**src/design/tst_pkg.sv**
```systemverilog
// Package for the two-slot transposition table: types, codes, constants.
// No dependencies; every other file but tst_checker uses it.
`timescale 1ns / 1ps
`default_nettype none

package tst_pkg;

    localparam int INDEX_BITS = 12;
    localparam int NBUCKETS   = 1 << INDEX_BITS;
    localparam int QDEPTH     = 2;
    localparam int QPTR_W     = $clog2(QDEPTH);
    localparam int QCNT_W     = $clog2(QDEPTH + 1);

    typedef logic [INDEX_BITS-1:0] bucket_idx_t;

    // input kind codes
    localparam logic [1:0] KIND_FIND   = 2'd0;
    localparam logic [1:0] KIND_INSERT = 2'd1;
    localparam logic [1:0] KIND_CLEAR  = 2'd2;

    // bound codes
    localparam logic [1:0] BOUND_LOWER = 2'd1;
    localparam logic [1:0] BOUND_UPPER = 2'd2;

    // configuration register indexes
    localparam int CFG_IDX_W = 8;
    localparam int CFG_DAT_W = 16;
    localparam logic [CFG_IDX_W-1:0] CFG_CURRENT_AGE = 8'd0;
    localparam logic [CFG_IDX_W-1:0] CFG_MATE_BOUND  = 8'd1;
    localparam logic [CFG_IDX_W-1:0] CFG_MATE_CAP    = 8'd2;
    localparam logic [CFG_IDX_W-1:0] CFG_MISS_MOVE   = 8'd3;

    localparam logic [7:0]  AGE_RST        = 8'd1;
    localparam logic [14:0] MATE_BOUND_RST = 15'd30000;
    localparam logic [14:0] MATE_CAP_RST   = 15'd30000;
    localparam logic [15:0] MISS_MOVE_RST  = 16'hFFFF;

    typedef enum logic [1:0] {
        OP_FIND,
        OP_INSERT,
        OP_CLEAR
    } op_t;

    typedef enum logic [1:0] {
        ST_WIPE,
        ST_IDLE,
        ST_EXEC
    } back_state_t;

    typedef struct packed {
        logic [7:0]  current_age;
        logic [14:0] mate_bound;
        logic [14:0] mate_cap;
        logic [15:0] miss_move;
    } cfg_t;

    typedef struct packed {
        logic init_busy;
    } back_status_t;

    // classified command handed from front to back
    typedef struct packed {
        op_t                op;
        logic [63:0]        key;
        logic [7:0]         depth;
        logic [1:0]         bound;
        logic [15:0]        move;
        logic signed [15:0] score;
        logic [7:0]         flags;
        logic signed [15:0] beta;
        logic               force_s0;
    } cmd_t;

    typedef struct packed {
        logic [63:0]        key;
        logic [7:0]         age;
        logic [1:0]         bound;
        logic [7:0]         flags;
        logic signed [15:0] score;
        logic [15:0]        move;
        logic [7:0]         depth;
    } slot_t;

    typedef struct packed {
        slot_t s1;
        slot_t s0;
    } bucket_t;

    function automatic slot_t cleared_slot(input logic [15:0] mv);
        slot_t s;
        s       = '0;
        s.move  = mv;
        return s;
    endfunction

endpackage

`default_nettype wire

```
**src/design/tst_queue.sv**
```systemverilog
// Short command queue between the front and back ends.
// Depends on tst_pkg for the command type and depth.
`timescale 1ns / 1ps
`default_nettype none

module tst_queue (
    input  logic           clk,
    input  logic           rst_n,
    input  logic           push_valid,
    output logic           push_ready,
    input  tst_pkg::cmd_t  push_cmd,
    output logic           pop_valid,
    input  logic           pop,
    output tst_pkg::cmd_t  pop_cmd
);
    import tst_pkg::*;

    cmd_t              entry_reg [QDEPTH];
    logic [QPTR_W-1:0] wr_ptr_reg;
    logic [QPTR_W-1:0] wr_ptr_next;
    logic [QPTR_W-1:0] rd_ptr_reg;
    logic [QPTR_W-1:0] rd_ptr_next;
    logic [QCNT_W-1:0] count_reg;
    logic [QCNT_W-1:0] count_next;
    logic              do_push;
    logic              do_pop;

    assign push_ready = count_reg != QCNT_W'(QDEPTH);
    assign pop_valid  = count_reg != '0;
    assign pop_cmd    = entry_reg[rd_ptr_reg];
    assign do_push    = push_valid && push_ready;
    assign do_pop     = pop && pop_valid;

    always_comb
    begin
        wr_ptr_next = wr_ptr_reg;
        rd_ptr_next = rd_ptr_reg;
        count_next  = count_reg;
        if (do_push)
        begin
            wr_ptr_next = (wr_ptr_reg == QPTR_W'(QDEPTH - 1)) ? '0 : wr_ptr_reg + 1'b1;
        end
        if (do_pop)
        begin
            rd_ptr_next = (rd_ptr_reg == QPTR_W'(QDEPTH - 1)) ? '0 : rd_ptr_reg + 1'b1;
        end
        if (do_push && !do_pop)
        begin
            count_next = count_reg + 1'b1;
        end
        else if (do_pop && !do_push)
        begin
            count_next = count_reg - 1'b1;
        end
    end

    always_ff @(posedge clk or negedge rst_n)
    begin
        if (!rst_n)
        begin
            wr_ptr_reg <= '0;
            rd_ptr_reg <= '0;
            count_reg  <= '0;
        end
        else
        begin
            wr_ptr_reg <= wr_ptr_next;
            rd_ptr_reg <= rd_ptr_next;
            count_reg  <= count_next;
        end
    end

    always_ff @(posedge clk)
    begin
        if (do_push)
        begin
            entry_reg[wr_ptr_reg] <= push_cmd;
        end
    end

endmodule

`default_nettype wire

```
**config.mk**
```make
export PLATFORM = sky130hd
export DESIGN_NAME = tst_queue
export DESIGN_NICKNAME = d
export VERILOG_FILES = /design/src/design/tst_pkg.sv /design/src/design/tst_queue.sv
export SDC_FILE = /design/constraint.sdc
export NUM_CORES = 1
export LEC_CHECK = 0
export ABC_AREA = 1
export BUFFER_PORTS_ARGS = -buffer_cell sky130_fd_sc_hd__buf_2
export CAP_MARGIN = 10
export CORE_UTILIZATION = 46
export CTS_BUF_LIST = sky130_fd_sc_hd__clkbuf_8 sky130_fd_sc_hd__clkbuf_16
export DETAILED_ROUTE_END_ITERATION = 6
export PLACE_DENSITY = 0.72
export SLEW_MARGIN = 10
export SYNTH_ARGS = -nofsm -noshare
export SYNTH_HDL_FRONTEND = slang
export SYNTH_SLANG_ARGS = --single-unit
```
**constraint.sdc**
```tcl
create_clock -name clk -period 9.7 [get_ports clk]
set_clock_uncertainty 0.05 [all_clocks]
set_input_delay 0.97 -clock clk [delete_from_list [all_inputs] [get_ports clk]]
set_output_delay 0.97 -clock clk [all_outputs]
set_load 0.02 [all_outputs]
```
==> impl_metrics.ini <==
[power_and_ir_drop]
max-vdd-ir-drop_mv = 0.2417
power-per-cell-area_mw_per_mm2 = 334.8
power.leakage_nw = 5.391

[final_layout]
areaGrowthSynthToFinish_pct = 26.07
filler_cell_count = 1633
stdcell_count = 1299
finish.net_count = 1139
drive_gt1_frac = 0.3196
largest_register_ff_count = 266

[timing]
slew_headroom = 0.3149
fmax_mhz = 240.0
post-route-worst-setup-slack_ps = 5533
tightest_slew_ps = 1028
finalMaxSlewViolations = 0
grt_setup_unrepaired = false
finalCritPeriodShare = 0.4296
hold_ws_ps = 190.8
hold_violations = 0
setup_viol = 0
period_needed_ps = 4167
total_negative_slack_for_setup_checks_ps = 0

[global_route]
track_usage = 0.1765
wire_length_of_the_first_global_routing_pass_um = 30180
number_of_global_route_vias_before_repair = 5839
globalRouteOverflowTotal = 0
antenna_found_initial = 3
grt_max_degree = 75

[yosys]
mappedNetlistNets = 861
synth.yosys.warnings = 0
synth_sequential_area_ratio = 0.8176
synth_cell_type_count = 14
syn-mean-instance-area_um2 = 13.68
yosys_register_bits = 270
cell_area_after_synthesis_mm2 = 0.009892
postSynthCellCount = 723

[clock_network]
cts-buffers-inserted = 28
ctsHtreeMaxLevel = 1
cts_tree = yes
clock_sink_count = 270
cts-resized-gates = 0
clk_root_buffer_cell = sky130_fd_sc_hd__clkbuf_16
clk_pin_slew_worst_paths_ps = 60
max-clock-path-buffers = 3
worst_skew_pair.late_latency_ps = 520
post-cts-setup-buffers = 0
holdBufCountCts = 0

[worst_hold_path]
worst_hold_path_type = primary input to asynchronous set/reset pin

[worst_setup_path]
crit_arrival_ps = 3150
setup.worst_path.start_class = register
worstSetupPathType = register to primary output
crit_required_ps = 8680
crit_path_max_fanout = 71
logic_depth_of_the_worst_register_to_register_path = 5
worstReg2RegStart = count_reg[0]
timing.critical_path.to_type = primary output
r2r_setup_slack_ps = 7570
timing.rr.end = entry_reg[0][104]

[place]
io_buffers = 271
preCtsSetupSlack_ps = 6047
place_congestion = 0.7490
detailedPlacementHpwl_um = 12440
numPlacedInstances = 1246

[die]
top_level_ports = 272
die_h_um = 148.6
fp.dieW_um = 148.6
fp.dieArea_mm2 = 0.02210
starting_density_of_the_core = 0.4706
core_region_area_mm2 = 0.02102
std_cell_rows = 53

[run]
drv.max_cap_violation_count = 0

[routing]
drt-wirelength-per-cell_um = 15.18
count_of_antenna_violating_nets_left_after_detailed_routing = 0
detailedRoute.firstIterationViolations = 317
per_cell_via_count_in_the_routed_design = 4.700
remaining_drc_errors = 0
drt_pass1_iterations = 4
via_count = 6105
drt_wl_total_um = 19720

[status]
run_status = finished, final reports clean
[cells by family (layout without fill, tap and decap cells)]
kind of cell	after synthesis	in the layout	synth area share
AND/OR/NAND/NOR	414	414	0.1576
flip-flops	270	270	0.8176
buffers and inverters	36	336	0.02176
XOR/XNOR	2	2	0.001771
adder cells (fa/ha/maj)	1	1	0.001265
other	0	1	0
[worst max-delay path, cell delays in order (launching register included)]
cell	delay, ps
sky130_fd_sc_hd__dfrtp_4	750
sky130_fd_sc_hd__inv_4	630
sky130_fd_sc_hd__buf_4	670
sky130_fd_sc_hd__nand2_1	120
sky130_fd_sc_hd__nand2_1	100
sky130_fd_sc_hd__buf_2	160
[layout make-up]
type                            instances  area (um^2)  share of cell area
Timing Repair Buffer                  277         1401              0.1124
Clock inverter                         23        272.8             0.02187
Clock buffer                           29        725.7             0.05819
Tap cell                              275        344.1             0.02759
Multi-Input combinational cell        417         1604              0.1286
Sequential cell                       270         8092              0.6488
Inverter                                7        28.78            0.002308
Antenna cell                            1        2.502           0.0002007
[metrics by stage]
stage | utilization | instance area [um^2] | power [W]
3_3_place_gp | 0.5456 | 11470 | 0.003074
2_1_floorplan | - | 9892 | 0.002671
6_report | 0.5932 | 12470 | 0.004175
3_5_place_dp | 0.5456 | 11470 | 0.003092
4_1_cts | 0.5931 | 12470 | 0.004229
5_1_grt | 0.5932 | 12470 | 0.004414
[cells in the mapped netlist]
| master | n | area share |
|---|---|---|
| sky130_fd_sc_hd__nand2_1 | 409 | 0.16 |
| sky130_fd_sc_hd__edfxtp_1 | 266 | 0.81 |
| sky130_fd_sc_hd__buf_2 | 14 | 0.0071 |
| sky130_fd_sc_hd__buf_4 | 14 | 0.011 |
| sky130_fd_sc_hd__inv_1 | 6 | 0.0023 |
| sky130_fd_sc_hd__dfrtp_1 | 4 | 0.010 |
| sky130_fd_sc_hd__nand3_1 | 2 | 0.0010 |
| sky130_fd_sc_hd__nor2_1 | 2 | 0.00076 |
| sky130_fd_sc_hd__buf_6 | 1 | 0.0011 |
| sky130_fd_sc_hd__ha_1 | 1 | 0.0013 |
| sky130_fd_sc_hd__inv_4 | 1 | 0.00063 |
| sky130_fd_sc_hd__nand4_1 | 1 | 0.00063 |
| sky130_fd_sc_hd__xnor2_1 | 1 | 0.00089 |
| sky130_fd_sc_hd__xor2_1 | 1 | 0.00089 |
[worst max path at each step]
stage	start	end	depth (start not counted)
floorplan	push_valid	entry_reg[0][0]	2
global placement	rd_ptr_reg	pop_cmd[87]	5
detailed placement	rd_ptr_reg	pop_cmd[3]	5
CTS	rd_ptr_reg	pop_cmd[3]	5
global route	rd_ptr_reg	pop_cmd[117]	5
finish	rd_ptr_reg	pop_cmd[85]	5
[layout by cell type (no fill, tap or decap)]
cell / n
sky130_fd_sc_hd__nand2_1: 409
sky130_fd_sc_hd__buf_2: 271
sky130_fd_sc_hd__edfxtp_1: 266
sky130_fd_sc_hd__clkbuf_16: 29
sky130_fd_sc_hd__inv_1: 8
sky130_fd_sc_hd__bufinv_16: 6
sky130_fd_sc_hd__clkinv_2: 6
sky130_fd_sc_hd__buf_4: 6
sky130_fd_sc_hd__clkinv_1: 4
sky130_fd_sc_hd__clkinvlp_4: 3
sky130_fd_sc_hd__dfrtp_1: 3
sky130_fd_sc_hd__nor2_4: 2
sky130_fd_sc_hd__nand3_1: 2
sky130_fd_sc_hd__diode_2: 1
sky130_fd_sc_hd__inv_4: 1
sky130_fd_sc_hd__xnor2_1: 1
sky130_fd_sc_hd__xor2_1: 1
sky130_fd_sc_hd__nand4_1: 1
sky130_fd_sc_hd__ha_1: 1
sky130_fd_sc_hd__inv_6: 1
sky130_fd_sc_hd__clkinv_4: 1
sky130_fd_sc_hd__dfrtp_4: 1
[metal layers]
metal,up-vias,track usage,share of wire
met4,4,0.04794,0.018
met3,38,0.06166,0.10
li1,2998,-,-
met5,-,0,0.0014
met1,2828,0.2193,0.40
met2,237,0.2930,0.47
[report_power, final]
group,internal [W],switching [W]
clock,0.000702,0.000428
sequential,0.00160,0.0000994
combinational,0.000368,0.000979
(Power assumes the default switching activity.)
