<file path="src/design/tst_pkg.sv">
// Package for the two-slot transposition table: types, codes, constants.
// No dependencies; every other file but tst_checker uses it.
`timescale 1ns / 1ps
`default_nettype none

package tst_pkg;

    localparam int INDEX_BITS = 12;
    localparam int NBUCKETS   = 1 << INDEX_BITS;
    localparam int QDEPTH     = 2;
    localparam int QPTR_W     = $clog2(QDEPTH);
    localparam int QCNT_W     = $clog2(QDEPTH + 1);

    typedef logic [INDEX_BITS-1:0] bucket_idx_t;

    // input kind codes
    localparam logic [1:0] KIND_FIND   = 2'd0;
    localparam logic [1:0] KIND_INSERT = 2'd1;
    localparam logic [1:0] KIND_CLEAR  = 2'd2;

    // bound codes
    localparam logic [1:0] BOUND_LOWER = 2'd1;
    localparam logic [1:0] BOUND_UPPER = 2'd2;

    // configuration register indexes
    localparam int CFG_IDX_W = 8;
    localparam int CFG_DAT_W = 16;
    localparam logic [CFG_IDX_W-1:0] CFG_CURRENT_AGE = 8'd0;
    localparam logic [CFG_IDX_W-1:0] CFG_MATE_BOUND  = 8'd1;
    localparam logic [CFG_IDX_W-1:0] CFG_MATE_CAP    = 8'd2;
    localparam logic [CFG_IDX_W-1:0] CFG_MISS_MOVE   = 8'd3;

    localparam logic [7:0]  AGE_RST        = 8'd1;
    localparam logic [14:0] MATE_BOUND_RST = 15'd30000;
    localparam logic [14:0] MATE_CAP_RST   = 15'd30000;
    localparam logic [15:0] MISS_MOVE_RST  = 16'hFFFF;

    typedef enum logic [1:0] {
        OP_FIND,
        OP_INSERT,
        OP_CLEAR
    } op_t;

    typedef enum logic [1:0] {
        ST_WIPE,
        ST_IDLE,
        ST_EXEC
    } back_state_t;

    typedef struct packed {
        logic [7:0]  current_age;
        logic [14:0] mate_bound;
        logic [14:0] mate_cap;
        logic [15:0] miss_move;
    } cfg_t;

    typedef struct packed {
        logic init_busy;
    } back_status_t;

    // classified command handed from front to back
    typedef struct packed {
        op_t                op;
        logic [63:0]        key;
        logic [7:0]         depth;
        logic [1:0]         bound;
        logic [15:0]        move;
        logic signed [15:0] score;
        logic [7:0]         flags;
        logic signed [15:0] beta;
        logic               force_s0;
    } cmd_t;

    typedef struct packed {
        logic [63:0]        key;
        logic [7:0]         age;
        logic [1:0]         bound;
        logic [7:0]         flags;
        logic signed [15:0] score;
        logic [15:0]        move;
        logic [7:0]         depth;
    } slot_t;

    typedef struct packed {
        slot_t s1;
        slot_t s0;
    } bucket_t;

    function automatic slot_t cleared_slot(input logic [15:0] mv);
        slot_t s;
        s       = '0;
        s.move  = mv;
        return s;
    endfunction

endpackage

`default_nettype wire

</file>
<file path="src/design/tst_if.sv">
// Channel interfaces: request, response and configuration write.
// Depends on tst_pkg for widths.
`timescale 1ns / 1ps
`default_nettype none

interface tst_req_if;
    logic               valid;
    logic               ready;
    logic [1:0]         kind;
    logic [63:0]        key;
    logic [7:0]         depth;
    logic [1:0]         bound_type;
    logic [15:0]        move_code;
    logic signed [15:0] score;
    logic [7:0]         flags_in;
    logic signed [15:0] beta;

    modport source (output valid, kind, key, depth, bound_type, move_code, score,
                    flags_in, beta, input ready);
    modport sink   (input valid, kind, key, depth, bound_type, move_code, score,
                    flags_in, beta, output ready);
endinterface


`default_nettype wire

</file>
<file path="src/design/tst_front.sv">
// Front end: accepts request items, drops no-op kinds, treats mate scores.
// Depends on tst_pkg and tst_req_if; feeds tst_queue.
`timescale 1ns / 1ps
`default_nettype none

module tst_front (
    tst_req_if.sink                req,
    input  tst_pkg::cfg_t          cfg,
    input  tst_pkg::back_status_t  status,
    input  logic                   push_ready,
    output logic                   push_valid,
    output tst_pkg::cmd_t          push_cmd
);
    import tst_pkg::*;

    logic [16:0]        score_ext;
    logic [16:0]        mag;
    logic               is_mate;
    logic               pos;
    logic               neg;
    logic               drop;
    logic [1:0]         bt;
    logic signed [15:0] val;
    logic               take;

    assign req.ready = push_ready && !status.init_busy;

    always_comb
    begin
        score_ext = {req.score[15], req.score};
        mag       = req.score[15] ? (17'd0 - score_ext) : score_ext;
        is_mate   = mag >= {2'b00, cfg.mate_bound};
        pos       = !req.score[15] && (req.score != 16'sd0);
        neg       = req.score[15];
        drop      = 1'b0;
        bt        = req.bound_type;
        val       = req.score;
        if (is_mate)
        begin
            if (pos && req.bound_type != BOUND_UPPER)
            begin
                bt  = BOUND_LOWER;
                val = {1'b0, cfg.mate_cap};
            end
            else if (neg && req.bound_type != BOUND_LOWER)
            begin
                bt  = BOUND_UPPER;
                val = 16'd0 - {1'b0, cfg.mate_cap};
            end
            else
            begin
                drop = 1'b1;
            end
        end

        push_cmd          = '0;
        push_cmd.key      = req.key;
        push_cmd.depth    = req.depth;
        push_cmd.bound    = bt;
        push_cmd.move     = req.move_code;
        push_cmd.score    = val;
        push_cmd.flags    = req.flags_in;
        push_cmd.beta     = req.beta;
        // clamped score is still a mate only when the cap reaches the bound
        push_cmd.force_s0 = is_mate && (cfg.mate_cap >= cfg.mate_bound);

        take = 1'b0;
        case (req.kind)
            KIND_FIND:
            begin
                push_cmd.op = OP_FIND;
                take        = 1'b1;
            end
            KIND_INSERT:
            begin
                push_cmd.op = OP_INSERT;
                take        = !drop;
            end
            KIND_CLEAR:
            begin
                push_cmd.op = OP_CLEAR;
                take        = 1'b1;
            end
            default:
            begin
                push_cmd.op = OP_FIND;
                take        = 1'b0;
            end
        endcase
        push_valid = req.valid && req.ready && take;
    end

endmodule

`default_nettype wire

</file>
<file path="src/flat_wrapper.sv">
// flat-port wrapper written by rule: the top's interface ports become plain ports
module tst_front_flat import tst_pkg::*;
  (cfg, status, push_ready, push_valid, push_cmd, req_valid, req_kind, req_key, req_depth, req_bound_type, req_move_code, req_score, req_flags_in, req_beta, req_ready);
  tst_req_if req_i ();
  input  tst_pkg::cfg_t cfg;
  input  tst_pkg::back_status_t status;
  input  logic push_ready;
  output logic push_valid;
  output tst_pkg::cmd_t push_cmd;
  input wire logic [$bits(req_i.valid)-1:0] req_valid;
  input wire logic [$bits(req_i.kind)-1:0] req_kind;
  input wire logic [$bits(req_i.key)-1:0] req_key;
  input wire logic [$bits(req_i.depth)-1:0] req_depth;
  input wire logic [$bits(req_i.bound_type)-1:0] req_bound_type;
  input wire logic [$bits(req_i.move_code)-1:0] req_move_code;
  input wire logic [$bits(req_i.score)-1:0] req_score;
  input wire logic [$bits(req_i.flags_in)-1:0] req_flags_in;
  input wire logic [$bits(req_i.beta)-1:0] req_beta;
  output wire logic [$bits(req_i.ready)-1:0] req_ready;
  assign req_i.valid = req_valid;
  assign req_i.kind = req_kind;
  assign req_i.key = req_key;
  assign req_i.depth = req_depth;
  assign req_i.bound_type = req_bound_type;
  assign req_i.move_code = req_move_code;
  assign req_i.score = req_score;
  assign req_i.flags_in = req_flags_in;
  assign req_i.beta = req_beta;
  assign req_ready = req_i.ready;
  tst_front u_core (.req(req_i), .cfg(cfg), .status(status), .push_ready(push_ready), .push_valid(push_valid), .push_cmd(push_cmd));
endmodule
</file>
<file path="config.mk">
export PLATFORM = sky130hd
export DESIGN_NAME = tst_front_flat
export DESIGN_NICKNAME = d
export VERILOG_FILES = /design/src/design/tst_pkg.sv /design/src/design/tst_if.sv /design/src/design/tst_front.sv /design/src/flat_wrapper.sv
export SDC_FILE = /design/constraint.sdc
export NUM_CORES = 1
export LEC_CHECK = 0
export BUFFER_PORTS_ARGS = -buffer_cell sky130_fd_sc_hd__buf_2
export CELL_PAD_IN_SITES_DETAIL_PLACEMENT = 1
export CELL_PAD_IN_SITES_GLOBAL_PLACEMENT = 2
export CORE_UTILIZATION = 14
export DETAILED_ROUTE_END_ITERATION = 8
export GPL_ROUTABILITY_DRIVEN = 0
export PLACE_DENSITY = 0.85
export SLEW_MARGIN = 20
export SYNTH_ARGS = -nofsm -noshare
export SYNTH_HDL_FRONTEND = slang
export SYNTH_SLANG_ARGS = --single-unit
</file>
<file path="constraint.sdc">
create_clock -name vclk -period 7.8
set_input_delay 1.95 -clock vclk [all_inputs]
set_output_delay 1.95 -clock vclk [all_outputs]
set_load 0.05 [all_outputs]
</file>
==> results of run 1 <==
-- area by class of cell --
cell class	instances	area, um2	area share, %
antenna	3	7.51	0.319
inverter	24	90.1	3.83
multi-input combinational	212	1570	66.5
tap	225	282	12.0
timing repair buffer	78	408	17.3
-- kinds of logic (layout without fill, tap and decap cells) --
logic type | Yosys count | after routing
buffers and inverters | 143 | 102
AND/OR/NAND/NOR | 89 | 89
multiplexers | 1 | 1
adder cells (fa/ha/maj) | 32 | 32
XOR/XNOR | 15 | 15
AO/OA/AOI/OAI | 75 | 75
other | 0 | 3
-- through the flow --
stage,cell area (um2),hold WS (ps),total power [mW]
6_report,2350,3900,0.211
5_1_grt,2350,3900,0.227
4_1_cts,2340,3900,0.214
3_5_place_dp,2340,3900,0.213
3_3_place_gp,2340,3900,0.209
2_1_floorplan,2540,4070,0.300
-- layer usage --
layer | share of wire (%) | up-vias
li1 | - | 1059
met3 | 8.3 | 48
met1 | 37 | 1037
met4 | 3.6 | 10
met5 | 0.91 | -
met2 | 50 | 69
-- cell usage after synthesis, types with 4 or more instances --
master	instances	area, um2
nand4_1	6	37.5
or3_1	6	37.5
nor3_1	11	55.1
ha_1	32	400
a21oi_1	10	50.1
nand2_1	23	86.3
a2bb2oi_1	6	52.6
o21a_1	6	45.0
xnor2_1	12	105
o22ai_1	8	50.1
inv_1	24	90.1
clkbuf_1	4	15.0
nor2_1	10	37.5
nand3_1	9	45.0
a21o_1	4	30.0
o21ai_0	14	70.1
buf_4	112	841
nor2b_1	6	37.5
-- critical path: cells and delay by family --
kind | cells | cell delay [ps]
AOI/OAI and AO/OA | 5 | 1490
xor gates and xnor gates | 1 | 120
adders and majority gates | 1 | 300
buffers and inverters | 3 | 610
and+or+nand+nor | 4 | 1200
-- final timing paths --
check  cells after the start           end  slack, ps
max                       14  push_cmd[33]        180
min                        0  push_cmd[51]       3900
-- report_power, final --
group / switching [mW] / leakage [nW] / total (mW) / internal [mW]
Clock: 0 / 0.0000190 / 0.0000000515 / 0.0000000515
Sequential: 0 / 0 / 0 / 0
Combinational: 0.142 / 1.04 / 0.211 / 0.0689
Total: 0.142 / 1.04 / 0.211 / 0.0689
==> results.toml, run 1 <==
[clocking]
cts_resized = 0
cts_hold_buf = 0
post-cts-setup-buffers = 0

[drt]
detail_route.vias_per_cell = 4.10
drt_iter0_markers = 28
via_count = 2223
wire_per_inst_um = 16.1
drc = 0
ant_nets = 0
routed_wl_mm = 8.70
drtPass1Iterations = 4

[synth]
synth_nets = 576
synth_simple_gate_area_share_pct = 18.8
avgSynthCellArea_um2 = 7.15
ys_types = 52
synth_top_family_by_area = "buffers and inverters"
synthAdderAreaFrac_pct = 15.8
ys_warn_count = 0
netlist_area_um2 = 2540
syn_inst = 355
synth_xor_area_share_pct = 5.17
muxShareOfSynthArea_pct = 0.394
synth.yosys.seq_area_share_pct = 0
synth_compound_area_share_pct = 21.5

[timing]
finalSetupViolCount = 0
max_freq_mhz = 131
hold_viol_final = 0
rsz0062_at_grt = "false"
min_period_ps = 7620
relSlewSlack_pct = 49.3
setup_ws_ps = 180
finalSetupTns_ps = 0
worstMarginPinSlew_ps = 761
finalCritPeriodShare_pct = 97.7
final_max_slew_viol_count = 0

[critical_path]
crit_path_end_kind = "output port"
startpoint = "req_score[4]"
startpoint_type = "input port"
crit_required_ps = 5850
arrival_ps = 5670
critPathMaxStageDelay_ps = 490
worstPathCellList = "buf_2 > or3_4 > or3_1 > o41ai_1 > xnor2_1 > ha_1 > and4_1 > nand4_1 > o41ai_1 > a41oi_2 > a21oi_4 > buf_12 > a2bb2oi_1 > buf_2"
slowest_stage = "o41ai_1"
cp_max_fo = 12
path_class = "input port to output port"

[final_layout]
seq_cell_count = 0
mostFrequentLayoutCells = "76 x buf_2, 32 x ha_1, 24 x inv_1, 23 x nand2_1, 14 x o21ai_0"
layout_commonest_cell = "buf_2"
n_clock_buffer = 0
drive_gt1_share_pct = 29.6
nFillCells = 2137
seq_area_um2 = 0
utilization_pct = 13.5
layout.nets = 537
areaGrowthSynthToFinish_pct = -7.34
instances_no_fill = 542

[global_route]
globalRoute.totalOverflow = 0
top_usage_layer = "met2"
grtUsageTotal_pct = 8.82
grt_pass1_vias = 2224
met3_usage_pct = 3.00
grt_use_met2_pct = 16.6
grt_max_degree = 22
grt_first_pass_wirelength_mm = 12.4
antenna_found_initial = 8
use_met1_pct = 8.91

[floorplan]
initial_core_util_pct = 14.5
die_h_um = 137
fp.dieArea_um2 = 18700
num_rows = 48
core_um2 = 17500
io_pins = 324
chipWidth_um = 137

[min_path]
hold_class = "input port to output port"
hold_start = "req_move_code[10]"

[placed_design]
placed_cells = 539
place_hpwl_mm = 7.79
io_buffers = 76
dp_slack_ps = 186

[pwr]
p_per_area_nw_per_um2 = 89.8
irDropWorstVdd_mv = 0.0216
power.leakage_nw = 1.04

[status]
outcome = "complete, no violations"

[job]
drv_cap = 0
Power figures use the tool's default switching activity.
==> inputs of run 2 (changes only) <==
- BUFFER_PORTS_ARGS: -buffer_cell sky130_fd_sc_hd__buf_2 -> unset
- CORE_AREA: unset -> 2 2 126 128
- CORE_UTILIZATION: 14 -> unset
- DIE_AREA: unset -> 0 0 128 130
- DONT_BUFFER_PORTS: unset -> 1
- PLACE_DENSITY: 0.85 -> 0.56
==> run 2 against run 1 <==
Compared with the run above:
- via count decreased by 8.7%
- core utilization fell by 0.29 points
- non-clock buffer count down 60
- worst setup slack better by 160 ps
- die area decreased by 11%
- cell count down 18%
- combinational power is 10% lower
- critical endpoint unchanged
- largest cell class unchanged
==> results.toml, run 2 (synthesis results as in run 1) <==
[status]
outcome = "complete, no violations"

[global_route]
grt_pass1_vias = 2157
grtUsageTotal_pct = 9.79
grt_max_degree = 22
grt_first_pass_wirelength_mm = 12.8
antenna_found_initial = 0
globalRoute.totalOverflow = 0

[drt]
drtPass1Iterations = 4
ant_nets = 0
drc = 0
routed_wl_mm = 8.60
detail_route.vias_per_cell = 4.55
via_count = 2030
drt_iter0_markers = 95
wire_per_inst_um = 19.3

[timing]
max_freq_mhz = 134
finalCritPeriodShare_pct = 95.6
final_max_slew_viol_count = 0
rsz0062_at_grt = "false"
finalSetupTns_ps = 0
min_period_ps = 7460
relSlewSlack_pct = 34.8
holdWs_ps = 3900
worstMarginPinSlew_ps = 976
setup_ws_ps = 341
hold_viol_final = 0
finalSetupViolCount = 0

[min_path]
hold_end = "push_cmd[101]"
hold_start = "req_key[34]"
hold_path_depth = 0
hold_class = "input port to output port"

[critical_path]
slowest_stage = "a21oi_4"
path_class = "input port to output port"
critPathMaxStageDelay_ps = 480
arrival_ps = 5510
cp_max_fo = 15
startpoint = "req_score[0]"
startpoint_type = "input port"
worstPathCellList = "inv_1 > ha_1 > nand2b_1 > or3_1 > o41ai_1 > xnor2_1 > ha_1 > and4_1 > nand4_1 > o41ai_1 > a41oi_2 > a21oi_4 > a2bb2oi_1 > buf_4"
crit_path_end_kind = "output port"
crit_required_ps = 5850

[clocking]
cts_resized = 0
cts_hold_buf = 0
post-cts-setup-buffers = 0

[floorplan]
core_um2 = 15400
die_h_um = 130
initial_core_util_pct = 16.5
num_rows = 46
io_pins = 324
fp.dieArea_um2 = 16600
chipWidth_um = 128

[pwr]
power.leakage_nw = 0.812
clkPwrFrac_pct = 0
p_per_area_nw_per_um2 = 93.2
p_total_mw = 0.189
p_comb_share_pct = 100.0
switchingPower_mw = 0.125
pwr-share-seq_pct = 0
swShare_pct = 66.2
internal_power_mw = 0.0640
irDropWorstVdd_mv = 0.0446

[final_layout]
seq_area_um2 = 0
areaGrowthSynthToFinish_pct = -20.0
seq_cell_count = 0
drive_gt1_share_pct = 13.0
diodes = 0
final_cell_area_um2 = 2030
layout_commonest_cell = "ha_1"
n_clock_buffer = 0
mostFrequentLayoutCells = "32 x ha_1, 24 x inv_1, 23 x nand2_1, 18 x buf_4, 14 x o21ai_0"
utilization_pct = 13.2
instances_no_fill = 446
layout.nets = 477

[job]
drv_cap = 0

[placed_design]
placed_cells = 446
dp_slack_ps = 360
io_buffers = 0
place_hpwl_mm = 7.45
placed_area_um2 = 2030
run 2: cell count changes in the layout (fill, tap and decap cells not counted), sizes merged:
cell,before,now
diode,3,0
buf,78,18
run 2: routing by layer:
| layer | GRT usage (%) | vias up | share of wire [%] |
|---|---|---|---|
| met5 | 0 | - | 0 |
| met2 | 17.0 | 97 | 47 |
| met4 | 1.49 | 0 | 1.0 |
| met3 | 3.20 | 16 | 9.6 |
| li1 | - | 932 | - |
| met1 | 12.1 | 985 | 42 |
run 2: worst max path at each step:
stage                               to  cells past startpoint  slack, ps
after detailed placement  push_cmd[33]                     14        360
after CTS                 push_cmd[33]                     14        340
after floorplan           push_cmd[34]                     12        420
after global placement    push_cmd[35]                     12        380
after global routing      push_cmd[35]                     14         30
final                     push_cmd[33]                     14        340
run 2: area by class of cell:
class,instances,area [um2]
inverters,24,90.1
repair buffers,18,135
well taps,192,240
fillers,1895,13400
multi-input cells,212,1570
run 2: power by group through the flow:
stage / sequential [mW] / combinational, mW / clock [mW]
CTS: 0 / 0.191 / 0
global placement: 0 / 0.187 / 0
finish: 0 / 0.189 / 0
detailed placement: 0 / 0.190 / 0
global route: 0 / 0.205 / 0
floorplan: 0 / 0.300 / 0
run 2: worst max-delay path: cells and delay by family:
kind            cells  cell delay [ps]
buf+inv             2              370
simple gates        4              880
xor+xnor            1              120
fa+ha+maj           2              490
compound gates      5             1690
==> inputs of run 3 (changes only) <==
- REMOVE_ABC_BUFFERS: unset -> 1
==> run 3 against run 2 <==
Compared with the run above:
- worst setup slack worse by 21 ps
- sequential share of layout area stayed put
- global-route usage is 17 points higher
- fmax is 0.28% lower
- highest routed layer unchanged
- power is 6.9% higher
==> results.toml, run 3 (synthesis results as in run 1) <==
[timing]
final_max_slew_viol_count = 0
max_freq_mhz = 134
setup_ws_ps = 320
min_period_ps = 7480
finalCritPeriodShare_pct = 95.9
worstMarginPinSlew_ps = 990
relSlewSlack_pct = 33.8
finalSetupTns_ps = 0
finalSetupViolCount = 0
hold_viol_final = 0
holdWs_ps = 3900
rsz0062_at_grt = "false"

[critical_path]
arrival_ps = 5530
endpoint = "push_cmd[34]"
crit_required_ps = 5850
startpoint_type = "input port"
cp_max_fo = 9
crit_path_end_kind = "output port"
path_class = "input port to output port"
startpoint = "req_score[4]"

[job]
drv_cap = 0

[drt]
drt_iter0_markers = 123
detail_route.vias_per_cell = 5.04
drtPass1Iterations = 4
drc = 0
ant_nets = 0
routed_wl_mm = 23.1
wire_per_inst_um = 51.3
via_count = 2275

[final_layout]
areaGrowthSynthToFinish_pct = -17.7
final_cell_area_um2 = 2090
n_clock_buffer = 0
seq_area_um2 = 0
layout_commonest_cell = "ha_1"
seq_cell_count = 0
nFillCells = 1879
layout.nets = 482
drive_gt1_share_pct = 15.1
diodes = 0
mostFrequentLayoutCells = "32 x ha_1, 24 x inv_1, 23 x nand2_1, 22 x buf_4, 14 x o21ai_0"

[global_route]
grt_pass1_vias = 2248
grt_first_pass_wirelength_mm = 27.8
grt_max_degree = 22
grtUsageTotal_pct = 26.6
antenna_found_initial = 0
top_usage_layer = "met2"
met3_usage_pct = 23.9
use_met1_pct = 13.6
grt_use_met2_pct = 52.8
globalRoute.totalOverflow = 0

[status]
outcome = "complete, no violations"

[pwr]
p_total_mw = 0.202
internal_power_mw = 0.0701
p_per_area_nw_per_um2 = 96.9
p_comb_share_pct = 100.0
clkPwrFrac_pct = 0
irDropWorstVdd_mv = 0.0298
pwr-share-seq_pct = 0
swShare_pct = 65.4
power.leakage_nw = 0.843
switchingPower_mw = 0.132

[placed_design]
place_hpwl_mm = 21.7
placed_area_um2 = 2050
io_buffers = 0
dp_slack_ps = 102

[floorplan]
initial_core_util_pct = 16.5
io_pins = 324
num_rows = 46
die_h_um = 130
fp.dieArea_um2 = 16600
chipWidth_um = 128
core_um2 = 15400

[min_path]
hold_class = "input port to output port"

[clocking]
cts_hold_buf = 0
run 3: changes by cell type in the layout (fill, tap and decap cells not counted), sizes merged:
cell / change
buf: +5
run 3: power groups by stage:
| stage | sequential (mW) | combinational (mW) | clock, mW |
|---|---|---|---|
| floorplan | 0 | 0.140 | 0 |
| global placement | 0 | 0.193 | 0 |
| detailed placement | 0 | 0.198 | 0 |
| CTS | 0 | 0.199 | 0 |
| global route | 0 | 0.218 | 0 |
| finish | 0 | 0.202 | 0 |
run 3: stage by stage:
step / utilization [%] / instances
detailed placement: 13.3 / 449
global route: 13.5 / 451
CTS: 13.3 / 449
floorplan: - / 236
finish: 13.5 / 451
global placement: 13.3 / 449
run 3: final cells by class:
class,count,area (um2),share of cell area [%]
multi-input cells,212,1570,75.3
repair buffers,23,185,8.87
inverters,24,90.1,4.31
well taps,192,240,11.5
run 3: worst min-delay path by stage:
stage / cells after the start / slack, ps / from / endpoint
2_1_floorplan: 0 / 3900 / req_key[33] / push_cmd[100]
3_3_place_gp: 0 / 3900 / req_key[28] / push_cmd[95]
3_5_place_dp: 0 / 3900 / req_key[28] / push_cmd[95]
4_1_cts: 0 / 3900 / req_key[28] / push_cmd[95]
5_1_grt: 0 / 3900 / req_key[28] / push_cmd[95]
6_report: 0 / 3900 / req_key[28] / push_cmd[95]
run 3: critical path: stages:
cell       delay (ps)
or3_4             400
or3_1             400
o21ai_0           320
xnor2_1           130
ha_1              320
and4_1            270
nand4_1           190
o41ai_1           490
a41oi_2           140
a21oi_4           240
buf_12            150
a2bb2oi_1         260
buf_4             260
run 3: repair_timing:
action                     CTS  global route
gates resized for setup      0             1
buffers inserted             0             2
setup endpoints to repair    0            15
run 3: routing by layer:
| metal | vias up | share of wire [%] |
|---|---|---|
| li1 | 945 | - |
| met1 | 1039 | 18 |
| met2 | 229 | 54 |
| met3 | 62 | 20 |
| met4 | 0 | 8.5 |
| met5 | - | 0 |
